### src/rtl/pfs_pkg.sv
`default_nettype none

package pfs_pkg;

    // Field widths fixed by the stream format
    localparam int PIXEL_W      = 16;
    localparam int FRAC_BITS    = 8;
    localparam int QUOT_W       = PIXEL_W + FRAC_BITS;
    localparam int CNT_FIELD_W  = 25;
    localparam int IN_TDATA_W   = 16;
    localparam int OUT_FIELDS_W = 2 * CNT_FIELD_W + 2 * PIXEL_W + 2 * QUOT_W;
    localparam int OUT_TDATA_W  = ((OUT_FIELDS_W + 7) / 8) * 8;

    // Default accumulator depth: counts saturate at 2**COUNT_BITS
    localparam int COUNT_BITS_DEF = 24;

    localparam logic [PIXEL_W-1:0] OVERLOAD_RESET = 16'd65530;
    localparam logic [PIXEL_W-1:0] PIXEL_MAX      = 16'd65535;

    // Frame-end arithmetic sequencer
    typedef enum logic [2:0] {
        ST_IDLE,
        ST_MUL_A,
        ST_MUL_B,
        ST_ROOT,
        ST_SD_DIV,
        ST_MEAN_DIV,
        ST_DONE
    } post_state_t;

    // Requests from the accumulator side to the frame-end unit
    typedef struct packed {
        logic start;
        logic done_ready;
    } post_ctrl_t;

    // Status from the frame-end unit
    typedef struct packed {
        logic idle;
        logic done_valid;
    } post_stat_t;

endpackage

`default_nettype wire

### src/rtl/pixel_frame_statistics.sv
`default_nettype none

// Frame statistics over a stream of 16-bit pixels, one pixel per request on the
// slave side with tlast on the final pixel of the frame. Pixels pass through a
// two-stage pipeline (square, then accumulate) and are taken one per cycle
// while the frame-end unit is idle and no last pixel waits in the square stage.
// The last pixel of a frame launches the frame-end unit, which runs the mean
// and standard deviation on one shared adder/subtractor: a shift-add multiply
// of COUNT_BITS+1 steps, a second of COUNT_BITS+16 steps, a square root of
// COUNT_BITS+25 steps and two 24-step divisions. s_tready stays low from
// accepting a last pixel until the result is loaded into a free output
// register. The result sits in an output register, so pixels of the next frame
// are taken while it waits. overload_level is written through cfg_we/cfg_wdata,
// which the user must do only between frames; the block does not enforce it.

module pixel_frame_statistics
    import pfs_pkg::*;
#(
    parameter int COUNT_BITS = COUNT_BITS_DEF
)
(
    input  wire logic                    clk,
    input  wire logic                    rst_n,
    input  wire logic                    cfg_we,
    input  wire logic [PIXEL_W-1:0]      cfg_wdata,
    input  wire logic                    s_tvalid,
    output logic                         s_tready,
    input  wire logic [IN_TDATA_W-1:0]   s_tdata,    // [15:0] pixel
    input  wire logic                    s_tlast,    // last_pixel
    output logic                         m_tvalid,
    input  wire logic                    m_tready,
    output logic [OUT_TDATA_W-1:0]       m_tdata     // [24:0] pixel_count,
                                                     // [40:25] min_value,
                                                     // [56:41] max_value,
                                                     // [80:57] mean_q8,
                                                     // [104:81] stddev_q8,
                                                     // [129:105] overload_count,
                                                     // [135:130] zero
);

    localparam int CNT_W = COUNT_BITS + 1;
    localparam int SUM_W = COUNT_BITS + PIXEL_W;
    localparam int SQ_W  = COUNT_BITS + 2 * PIXEL_W;

    logic [PIXEL_W-1:0]      level_reg;

    logic                    stg_valid_reg;
    logic                    stg_last_reg;
    logic [PIXEL_W-1:0]      stg_px_reg;
    logic [2*PIXEL_W-1:0]    stg_pxsq_reg;

    logic [CNT_W-1:0]        count_reg, count_next;
    logic [SUM_W-1:0]        sum_reg, sum_next;
    logic [SQ_W-1:0]         sq_reg, sq_next;
    logic [PIXEL_W-1:0]      min_reg, min_next;
    logic [PIXEL_W-1:0]      max_reg, max_next;
    logic [CNT_W-1:0]        ovl_reg, ovl_next;

    logic [CNT_FIELD_W-1:0]  cnt_hold_reg;
    logic [PIXEL_W-1:0]      min_hold_reg;
    logic [PIXEL_W-1:0]      max_hold_reg;
    logic [CNT_FIELD_W-1:0]  ovl_hold_reg;

    logic                    m_tvalid_reg;
    logic [OUT_TDATA_W-1:0]  m_tdata_reg;

    post_ctrl_t              post_ctrl;
    post_stat_t              post_stat;
    logic [QUOT_W-1:0]       post_mean;
    logic [QUOT_W-1:0]       post_sd;
    logic                    in_fire;
    logic                    out_free;

    assign s_tready = post_stat.idle && !(stg_valid_reg && stg_last_reg);
    assign in_fire  = s_tvalid && s_tready;
    assign out_free = !m_tvalid_reg || m_tready;

    assign post_ctrl.start      = stg_valid_reg && stg_last_reg;
    assign post_ctrl.done_ready = out_free;

    // Hold the overload level
    always_ff @(posedge clk or negedge rst_n)
    begin
        if (!rst_n)
        begin
            level_reg <= OVERLOAD_RESET;
        end
        else if (cfg_we)
        begin
            level_reg <= cfg_wdata;
        end
    end

    // Capture the request and square the pixel
    always_ff @(posedge clk or negedge rst_n)
    begin
        if (!rst_n)
        begin
            stg_valid_reg <= 1'b0;
        end
        else
        begin
            stg_valid_reg <= in_fire;
        end
    end

    always_ff @(posedge clk)
    begin
        if (in_fire)
        begin
            stg_px_reg   <= s_tdata[PIXEL_W-1:0];
            stg_pxsq_reg <= s_tdata[PIXEL_W-1:0] * s_tdata[PIXEL_W-1:0];
            stg_last_reg <= s_tlast;
        end
    end

    // Accumulate the staged pixel; count, sum and squares stop at saturation
    always_comb
    begin
        count_next = count_reg;
        sum_next   = sum_reg;
        sq_next    = sq_reg;
        min_next   = min_reg;
        max_next   = max_reg;
        ovl_next   = ovl_reg;
        if (stg_valid_reg)
        begin
            if (!count_reg[CNT_W-1])
            begin
                count_next = count_reg + 1'b1;
                sum_next   = sum_reg + SUM_W'(stg_px_reg);
                sq_next    = sq_reg + SQ_W'(stg_pxsq_reg);
            end
            if (stg_px_reg < min_reg)
            begin
                min_next = stg_px_reg;
            end
            if (stg_px_reg > max_reg)
            begin
                max_next = stg_px_reg;
            end
            if (stg_px_reg >= level_reg && !ovl_reg[CNT_W-1])
            begin
                ovl_next = ovl_reg + 1'b1;
            end
        end
    end

    // Advance the accumulators; clear them when the frame is handed off
    always_ff @(posedge clk or negedge rst_n)
    begin
        if (!rst_n)
        begin
            count_reg <= '0;
            sum_reg   <= '0;
            sq_reg    <= '0;
            min_reg   <= PIXEL_MAX;
            max_reg   <= '0;
            ovl_reg   <= '0;
        end
        else if (post_ctrl.start)
        begin
            count_reg <= '0;
            sum_reg   <= '0;
            sq_reg    <= '0;
            min_reg   <= PIXEL_MAX;
            max_reg   <= '0;
            ovl_reg   <= '0;
        end
        else
        begin
            count_reg <= count_next;
            sum_reg   <= sum_next;
            sq_reg    <= sq_next;
            min_reg   <= min_next;
            max_reg   <= max_next;
            ovl_reg   <= ovl_next;
        end
    end

    // Hold the plain fields of the finished frame
    always_ff @(posedge clk)
    begin
        if (post_ctrl.start)
        begin
            cnt_hold_reg <= CNT_FIELD_W'(count_next);
            min_hold_reg <= min_next;
            max_hold_reg <= max_next;
            ovl_hold_reg <= CNT_FIELD_W'(ovl_next);
        end
    end

    pfs_post #(
        .COUNT_BITS (COUNT_BITS)
    ) u_post (
        .clk    (clk),
        .rst_n  (rst_n),
        .ctrl   (post_ctrl),
        .n_in   (count_next),
        .sum_in (sum_next),
        .sq_in  (sq_next),
        .stat   (post_stat),
        .mean   (post_mean),
        .stddev (post_sd)
    );

    // Load the output register when the result is ready and the slot is free
    always_ff @(posedge clk or negedge rst_n)
    begin
        if (!rst_n)
        begin
            m_tvalid_reg <= 1'b0;
        end
        else if (post_stat.done_valid && out_free)
        begin
            m_tvalid_reg <= 1'b1;
        end
        else if (m_tready)
        begin
            m_tvalid_reg <= 1'b0;
        end
    end

    always_ff @(posedge clk)
    begin
        if (post_stat.done_valid && out_free)
        begin
            m_tdata_reg <= OUT_TDATA_W'({ovl_hold_reg, post_sd, post_mean,
                                         max_hold_reg, min_hold_reg, cnt_hold_reg});
        end
    end

    assign m_tvalid = m_tvalid_reg;
    assign m_tdata  = m_tdata_reg;

    // Accumulators start from reset values after a frame is handed off
    a_frame_clear: assert property (@(posedge clk) disable iff (!rst_n)
        post_ctrl.start |=> (count_reg == '0 && min_reg == PIXEL_MAX && ovl_reg == '0))
        else $error("accumulators not cleared after last pixel");

    // The pixel count never passes its saturation value
    a_count_sat: assert property (@(posedge clk) disable iff (!rst_n)
        count_reg[CNT_W-1] |-> (count_reg[CNT_W-2:0] == '0))
        else $error("pixel count beyond saturation");

    // A stalled result holds steady until it is taken
    a_out_hold: assert property (@(posedge clk) disable iff (!rst_n)
        (m_tvalid_reg && !m_tready) |=> (m_tvalid_reg && $stable(m_tdata_reg)))
        else $error("result changed while stalled");

endmodule

`default_nettype wire

### src/rtl/pfs_post.sv
`default_nettype none

module pfs_post
    import pfs_pkg::*;
#(
    parameter int COUNT_BITS = COUNT_BITS_DEF
)
(
    input  wire logic                             clk,
    input  wire logic                             rst_n,
    input  wire post_ctrl_t                       ctrl,
    input  wire logic [COUNT_BITS:0]              n_in,
    input  wire logic [COUNT_BITS+PIXEL_W-1:0]    sum_in,
    input  wire logic [COUNT_BITS+2*PIXEL_W-1:0]  sq_in,
    output post_stat_t                            stat,
    output logic [QUOT_W-1:0]                     mean,
    output logic [QUOT_W-1:0]                     stddev
);

    localparam int CNT_W  = COUNT_BITS + 1;
    localparam int SUM_W  = COUNT_BITS + PIXEL_W;
    localparam int SQ_W   = COUNT_BITS + 2 * PIXEL_W;
    // n*sum2 and sum*sum both fit here; the running difference never goes negative
    localparam int ACC_W  = CNT_W + SQ_W;
    // Radicand is the variance term scaled by 2**(2*FRAC_BITS)
    localparam int RES_W  = (ACC_W + 2 * FRAC_BITS + 1) / 2;
    localparam int RAD_W  = 2 * RES_W;
    localparam int REM_W  = RES_W + 2;
    localparam int STEP_W = $clog2(RES_W);

    post_state_t               state_reg;
    post_state_t               state_next;
    logic [STEP_W-1:0]         step_reg;
    logic                      step_last;

    logic [CNT_W-1:0]          n_reg;
    logic [SUM_W-1:0]          sum_reg;
    logic [ACC_W-1:0]          acc_reg;
    logic [ACC_W-1:0]          mcand_reg;
    logic [SUM_W-1:0]          mplier_reg;
    logic [RAD_W-1:0]          rad_reg;
    logic [REM_W-1:0]          rem_reg;
    logic [RES_W-1:0]          root_reg;
    logic [QUOT_W-1:0]         qd_reg;
    logic [QUOT_W-1:0]         sd_reg;

    logic [ACC_W-1:0]          alu_a;
    logic [ACC_W-1:0]          alu_b;
    logic                      alu_sub;
    logic [ACC_W:0]            alu_res;
    logic                      alu_borrow;

    logic [ACC_W-1:0]          acc_step;
    logic [QUOT_W-1:0]         qd_shift;
    logic [REM_W-1:0]          div_rem_next;
    logic [RES_W-1:0]          root_shift;
    logic [REM_W-1:0]          root_rem_next;

    assign step_last = (step_reg == '0);

    // Shared adder/subtractor; the top bit is the borrow when subtracting
    assign alu_res    = alu_sub ? ({1'b0, alu_a} - {1'b0, alu_b})
                                : ({1'b0, alu_a} + {1'b0, alu_b});
    assign alu_borrow = alu_res[ACC_W];

    // Step results of each phase
    assign acc_step      = mplier_reg[0] ? alu_res[ACC_W-1:0] : acc_reg;
    assign qd_shift      = {qd_reg[QUOT_W-2:0], !alu_borrow};
    assign div_rem_next  = alu_borrow ? REM_W'({rem_reg[CNT_W-1:0], qd_reg[QUOT_W-1]})
                                      : REM_W'(alu_res[CNT_W-1:0]);
    assign root_shift    = {root_reg[RES_W-2:0], !alu_borrow};
    assign root_rem_next = alu_borrow ? REM_W'({rem_reg, rad_reg[RAD_W-1 -: 2]})
                                      : alu_res[REM_W-1:0];

    // Next state
    always_comb
    begin
        state_next = state_reg;
        unique case (state_reg)
            ST_IDLE:
            begin
                if (ctrl.start)
                begin
                    state_next = ST_MUL_A;
                end
            end
            ST_MUL_A:
            begin
                if (step_last)
                begin
                    state_next = ST_MUL_B;
                end
            end
            ST_MUL_B:
            begin
                if (step_last)
                begin
                    state_next = ST_ROOT;
                end
            end
            ST_ROOT:
            begin
                if (step_last)
                begin
                    state_next = ST_SD_DIV;
                end
            end
            ST_SD_DIV:
            begin
                if (step_last)
                begin
                    state_next = ST_MEAN_DIV;
                end
            end
            ST_MEAN_DIV:
            begin
                if (step_last)
                begin
                    state_next = ST_DONE;
                end
            end
            ST_DONE:
            begin
                if (ctrl.done_ready)
                begin
                    state_next = ST_IDLE;
                end
            end
        endcase
    end

    // Outputs and operand selection for the shared unit
    always_comb
    begin
        stat.idle       = (state_reg == ST_IDLE);
        stat.done_valid = (state_reg == ST_DONE);
        alu_a   = acc_reg;
        alu_b   = mcand_reg;
        alu_sub = 1'b0;
        unique case (state_reg)
            ST_IDLE, ST_DONE, ST_MUL_A:
            begin
                alu_a   = acc_reg;
                alu_b   = mcand_reg;
                alu_sub = 1'b0;
            end
            ST_MUL_B:
            begin
                alu_a   = acc_reg;
                alu_b   = mcand_reg;
                alu_sub = 1'b1;
            end
            ST_ROOT:
            begin
                alu_a   = ACC_W'({rem_reg, rad_reg[RAD_W-1 -: 2]});
                alu_b   = ACC_W'({root_reg, 2'b01});
                alu_sub = 1'b1;
            end
            ST_SD_DIV, ST_MEAN_DIV:
            begin
                alu_a   = ACC_W'({rem_reg[CNT_W-1:0], qd_reg[QUOT_W-1]});
                alu_b   = ACC_W'(n_reg);
                alu_sub = 1'b1;
            end
        endcase
    end

    assign mean   = qd_reg;
    assign stddev = sd_reg;

    // Sequencer state and step counter
    always_ff @(posedge clk or negedge rst_n)
    begin
        if (!rst_n)
        begin
            state_reg <= ST_IDLE;
            step_reg  <= '0;
        end
        else
        begin
            state_reg <= state_next;
            priority if (state_reg == ST_IDLE && ctrl.start)
            begin
                step_reg <= STEP_W'(CNT_W - 1);
            end
            else if (state_reg == ST_MUL_A && step_last)
            begin
                step_reg <= STEP_W'(SUM_W - 1);
            end
            else if (state_reg == ST_MUL_B && step_last)
            begin
                step_reg <= STEP_W'(RES_W - 1);
            end
            else if ((state_reg == ST_ROOT || state_reg == ST_SD_DIV) && step_last)
            begin
                step_reg <= STEP_W'(QUOT_W - 1);
            end
            else if (!step_last)
            begin
                step_reg <= step_reg - 1'b1;
            end
            else
            begin
                step_reg <= step_reg;
            end
        end
    end

    // Datapath: multiply by shift-add, digit-by-digit root, restoring divide
    always_ff @(posedge clk)
    begin
        unique case (state_reg)
            ST_IDLE:
            begin
                if (ctrl.start)
                begin
                    n_reg      <= n_in;
                    sum_reg    <= sum_in;
                    acc_reg    <= '0;
                    mcand_reg  <= ACC_W'(sq_in);
                    mplier_reg <= SUM_W'(n_in);
                end
            end
            ST_MUL_A:
            begin
                acc_reg <= acc_step;
                if (step_last)
                begin
                    mcand_reg  <= ACC_W'(sum_reg);
                    mplier_reg <= sum_reg;
                end
                else
                begin
                    mcand_reg  <= mcand_reg << 1;
                    mplier_reg <= mplier_reg >> 1;
                end
            end
            ST_MUL_B:
            begin
                acc_reg    <= acc_step;
                mcand_reg  <= mcand_reg << 1;
                mplier_reg <= mplier_reg >> 1;
                if (step_last)
                begin
                    rad_reg  <= RAD_W'({acc_step, {(2 * FRAC_BITS){1'b0}}});
                    rem_reg  <= '0;
                    root_reg <= '0;
                end
            end
            ST_ROOT:
            begin
                rad_reg <= rad_reg << 2;
                if (step_last)
                begin
                    rem_reg <= REM_W'(root_shift >> QUOT_W);
                    qd_reg  <= root_shift[QUOT_W-1:0];
                end
                else
                begin
                    rem_reg  <= root_rem_next;
                    root_reg <= root_shift;
                end
            end
            ST_SD_DIV:
            begin
                if (step_last)
                begin
                    sd_reg  <= qd_shift;
                    rem_reg <= REM_W'(sum_reg >> PIXEL_W);
                    qd_reg  <= {sum_reg[PIXEL_W-1:0], {FRAC_BITS{1'b0}}};
                end
                else
                begin
                    rem_reg <= div_rem_next;
                    qd_reg  <= qd_shift;
                end
            end
            ST_MEAN_DIV:
            begin
                rem_reg <= div_rem_next;
                qd_reg  <= qd_shift;
            end
            ST_DONE:
            begin
                qd_reg <= qd_reg;
            end
        endcase
    end

    // A frame may only be launched into an idle unit
    a_start_idle: assert property (@(posedge clk) disable iff (!rst_n)
        ctrl.start |-> state_reg == ST_IDLE)
        else $error("frame launched while the frame-end unit is busy");

    // n*sum2 - partial sum^2 stays non-negative
    a_var_nonneg: assert property (@(posedge clk) disable iff (!rst_n)
        (state_reg == ST_MUL_B && mplier_reg[0]) |-> !alu_borrow)
        else $error("variance term went negative");

    // Division remainder stays below the divisor
    a_div_rem: assert property (@(posedge clk) disable iff (!rst_n)
        (state_reg == ST_SD_DIV || state_reg == ST_MEAN_DIV)
            |-> rem_reg < REM_W'(n_reg))
        else $error("division remainder not below pixel count");

endmodule

`default_nettype wire

### config.mk
export PLATFORM = sky130hd
export DESIGN_NAME = pixel_frame_statistics
export DESIGN_NICKNAME = d
export VERILOG_FILES = /design/src/rtl/pfs_pkg.sv /design/src/rtl/pixel_frame_statistics.sv /design/src/rtl/pfs_post.sv
export SDC_FILE = /design/constraint.sdc
export NUM_CORES = 2
export LEC_CHECK = 0
export BUFFER_PORTS_ARGS = -buffer_cell sky130_fd_sc_hd__buf_2
export CORE_MARGIN = 2
export CORE_UTILIZATION = 64
export CTS_CLUSTER_SIZE = 14
export DETAILED_ROUTE_END_ITERATION = 10
export PLACE_DENSITY = 0.82
export SLEW_MARGIN = 20
export SYNTH_ARGS = -nofsm -noshare
export SYNTH_HDL_FRONTEND = slang
export SYNTH_SLANG_ARGS = --single-unit
### constraint.sdc
create_clock -name clk -period 14.62 [get_ports clk]
set_input_delay 1.462 -clock clk [delete_from_list [all_inputs] [get_ports clk]]
set_output_delay 1.462 -clock clk [all_outputs]
set_load 0.1 [all_outputs]
==> out/metrics.yaml <==
min_period_ns: 9.383
cts_setup_buffers: 0
synthCells: 5624
io_pins: 176
tritoncts: "built"
drv_slew: 0
place_congestion: 1.022
synthFlopType: "edfxtp_1"
required_ns: 15.01
die_w_um: 306.3
area_delta_synth_final_pct: 8.705
critical-path-slowest-cell: "mux2i_4"
power.total_mw: 7.731
grtUsageMet3_pct: 7.762
finClkSkew_ns: 0.04787
dpl.hpwl_mm: 116.7
drcViolationCount: 0
cp.arrival_ns: 9.77
post_dp_cell_area_mm2: 0.06010
critical_path.max_fanout: 51
max_slew_margin_pct: 29.47
final_cell_mix: "756 x edfxtp_1, 564 x nand2_1, 460 x nor2_1, 358 x a21oi_1, 325 x inv_1"
portBuffers: 169
std_cell_rows: 110
ys_types: 91
start_util_pct: 64.76
power_density_mw_per_mm2: 121.6
pre_cts_slack_ns: 5.412
path_cells: "buf_4 -> and2b_1 -> buf_4 -> nand2_1 -> a31oi_1 -> nor4_1 -> nand4_1 -> or4_1 -> nor4_4 -> o21ai_2 -> o31ai_2 -> xnor2_1 -> nand2_1 -> ha_1 -> and3_1 -> and3_1 -> and3_1 -> nor4bb_1 -> a311oi_1 -> mux2i_4 -> nor2_2 -> buf_4 -> inv_1 -> o211ai_1"
drive_above_1_share_pct: 9.118
grt_pass1_vias: 43080
fill_cells: 6371
cp_top_family: "simple AND/OR/NAND/NOR gates"
peakVddDrop_uv: 170.8
clk_pin_slew_ns: 0.06
clockBufferDepth: 3
grt_pass1_wl_mm: 250.2
hold_path_class: "register to register"
path_buf_inv: 4
top_usage_layer: "met2"
cts-root-buf: "clkbuf_16"
hold_buffers: 0
grt-ovfl-total: 0
layout_setup_ws_ns: 5.237
vias: 44460
cts.repair.resized: 0
syn_area_per_cell_um2: 10.40
fin_area_mm2: 0.06356
wl_per_cell_um: 23.58
die-height_um: 306.3
syn_area_mm2: 0.05847
cap_viol_max_count: 0
antenna_found_initial: 3
seq_area_frac_synth_pct: 47.66
final_common_cell: "edfxtp_1"
setup_violations: 0
cts_sinks: 961
grt_usage_pct: 34.44
max_freq_ghz: 0.1066
slowest_delay_ns: 0.86
postRouteAntennaNets: 0
numCtsBuffers: 98
worst_slew_pin_slew_ns: 1.056
dr.pass1.iters: 6
yosysWarnings: 0
viasPerCell: 6.440
worstSetupEndpointType: "register"
dr.first_iter.drc_count: 5296
cts_max_level: 3
nNetsFinal: 6124
clock_latency_ns: 0.71
min_period_over_period_pct: 64.18
post-route-util_pct: 70.40
p_leak_nw: 25.44
use_met2_pct: 52.13
status: "completed"
critPathKind: "register to register"
synth-seq-cells: 961
finalHoldViolations: 0
core-area_mm2: 0.09029
largest_reg_flops: 130
grt_use_met1_pct: 49.77
die_area_mm2: 0.09379
grt_max_degree: 102
routed_wl_mm: 162.8
async_flop_share_pct: 21.33
startpoint_type: "register"
fin_setup_tns_ns: 0
rsz0062_at_grt: "false"
synth_edf_count: 756
[where the power goes]
group	switching, mW	internal [mW]	total [mW]	leakage (nW)
Clock	1.11	1.57	2.68	1.68
Combinational	1.12	0.893	2.01	14.8
Sequential	0.00138	3.04	3.04	8.95
[final cells by class]
class / count / area, um^2 / share of cell area [%]
flip-flops and latches: 961 / 27880 / 43.86
diodes: 2 / 5.005 / 0.007874
inverters: 328 / 1236 / 1.945
well taps: 1176 / 1471 / 2.315
multi-input cells: 4026 / 28240 / 44.44
repair buffers: 225 / 1275 / 2.006
clock inverters: 59 / 770.7 / 1.213
clock buffers: 126 / 2680 / 4.217
[worst paths after layout]
check / start / endpoint / slack, ns / cells after the start
worst min register to register: u_post.stddev[14] / m_tdata[95] / 0.41 / 0
worst max register to register: u_post.state_reg[2] / u_post.rem_reg[7] / 5.24 / 24
worst max-delay path: u_post.state_reg[2] / u_post.rem_reg[7] / 5.24 / 24
min in group asynchronous: rst_n / max_reg[7] / 0.83 / 1
worst min-delay path: u_post.stddev[14] / m_tdata[95] / 0.41 / 0
max in group asynchronous: rst_n / u_post.state_reg[2] / 11.53 / 3
[synthesized netlist by cell type (14+ instances only)]
cell	n	area, um^2
nor3b_1	14	105.1
nand2_1	566	2125
o21ai_0	320	1602
and2_1	226	1414
a22oi_1	85	638.1
nor2_1	468	1757
a221o_1	28	280.3
nor2b_1	76	475.5
o21a_1	35	262.8
a31oi_1	63	394.1
inv_1	327	1227
o21bai_1	34	255.2
a41oi_1	14	122.6
fa_1	166	3323
o211ai_1	54	405.4
nand4_1	86	538.0
a22o_1	18	157.7
xor2_1	135	1182
o31ai_1	35	262.8
a221oi_1	14	122.6
nor4bb_1	15	150.1
mux2i_1	90	900.9
ha_1	280	3503
dfrtp_1	175	4379
nand3_1	80	400.4
buf_2	16	80.08
edfxtp_1	756	22700
nand2b_1	46	287.8
a21o_1	76	570.6
clkbuf_1	256	960.9
xnor2_1	189	1655
nor3_1	78	390.4
buf_1	27	101.4
nor4_1	40	250.2
a211oi_1	49	367.9
mux2_2	48	540.5
a21oi_1	359	1797
a211o_1	14	122.6
dfstp_2	30	788.3
and3_1	76	475.5
[worst register-to-register path, delay by kind of cell (launching register included)]
kind	cells	cell delay [ns]
adder cells (fa/ha/maj)	1	0.39
XOR/XNOR	1	0.16
buffers and inverters	4	1.73
AND/OR/NAND/NOR	12	3.65
multiplexers	1	0.86
flip-flops	1	0.81
AO/OA/AOI/OAI	5	1.47
[cells by family after synthesis]
kind of cell,share of synthesized area (%)
and+or+nand+nor,15.36
AOI/OAI and AO/OA,13.63
buffers and inverters,4.286
xor gates and xnor gates,4.853
adders and majority gates,11.68
other,0.006414
muxes,2.523
DFF,47.66
[layer usage]
| layer | wire (um) | part of all wire, % |
|---|---|---|
| met3 | 17270 | 11 |
| met4 | 5268 | 3.2 |
| met1 | 67780 | 42 |
| met2 | 72470 | 45 |
| met5 | 10 | 0.0061 |
[through the flow]
step | instances | hold slack, ns
floorplan | 5629 | 0.4003
global placement | 6716 | 0.4005
detailed placement | 6716 | 0.4045
CTS | 6901 | 0.4030
global route | 6901 | 0.4077
finish | 6903 | 0.4068
Power figures use the tool's default switching activity.
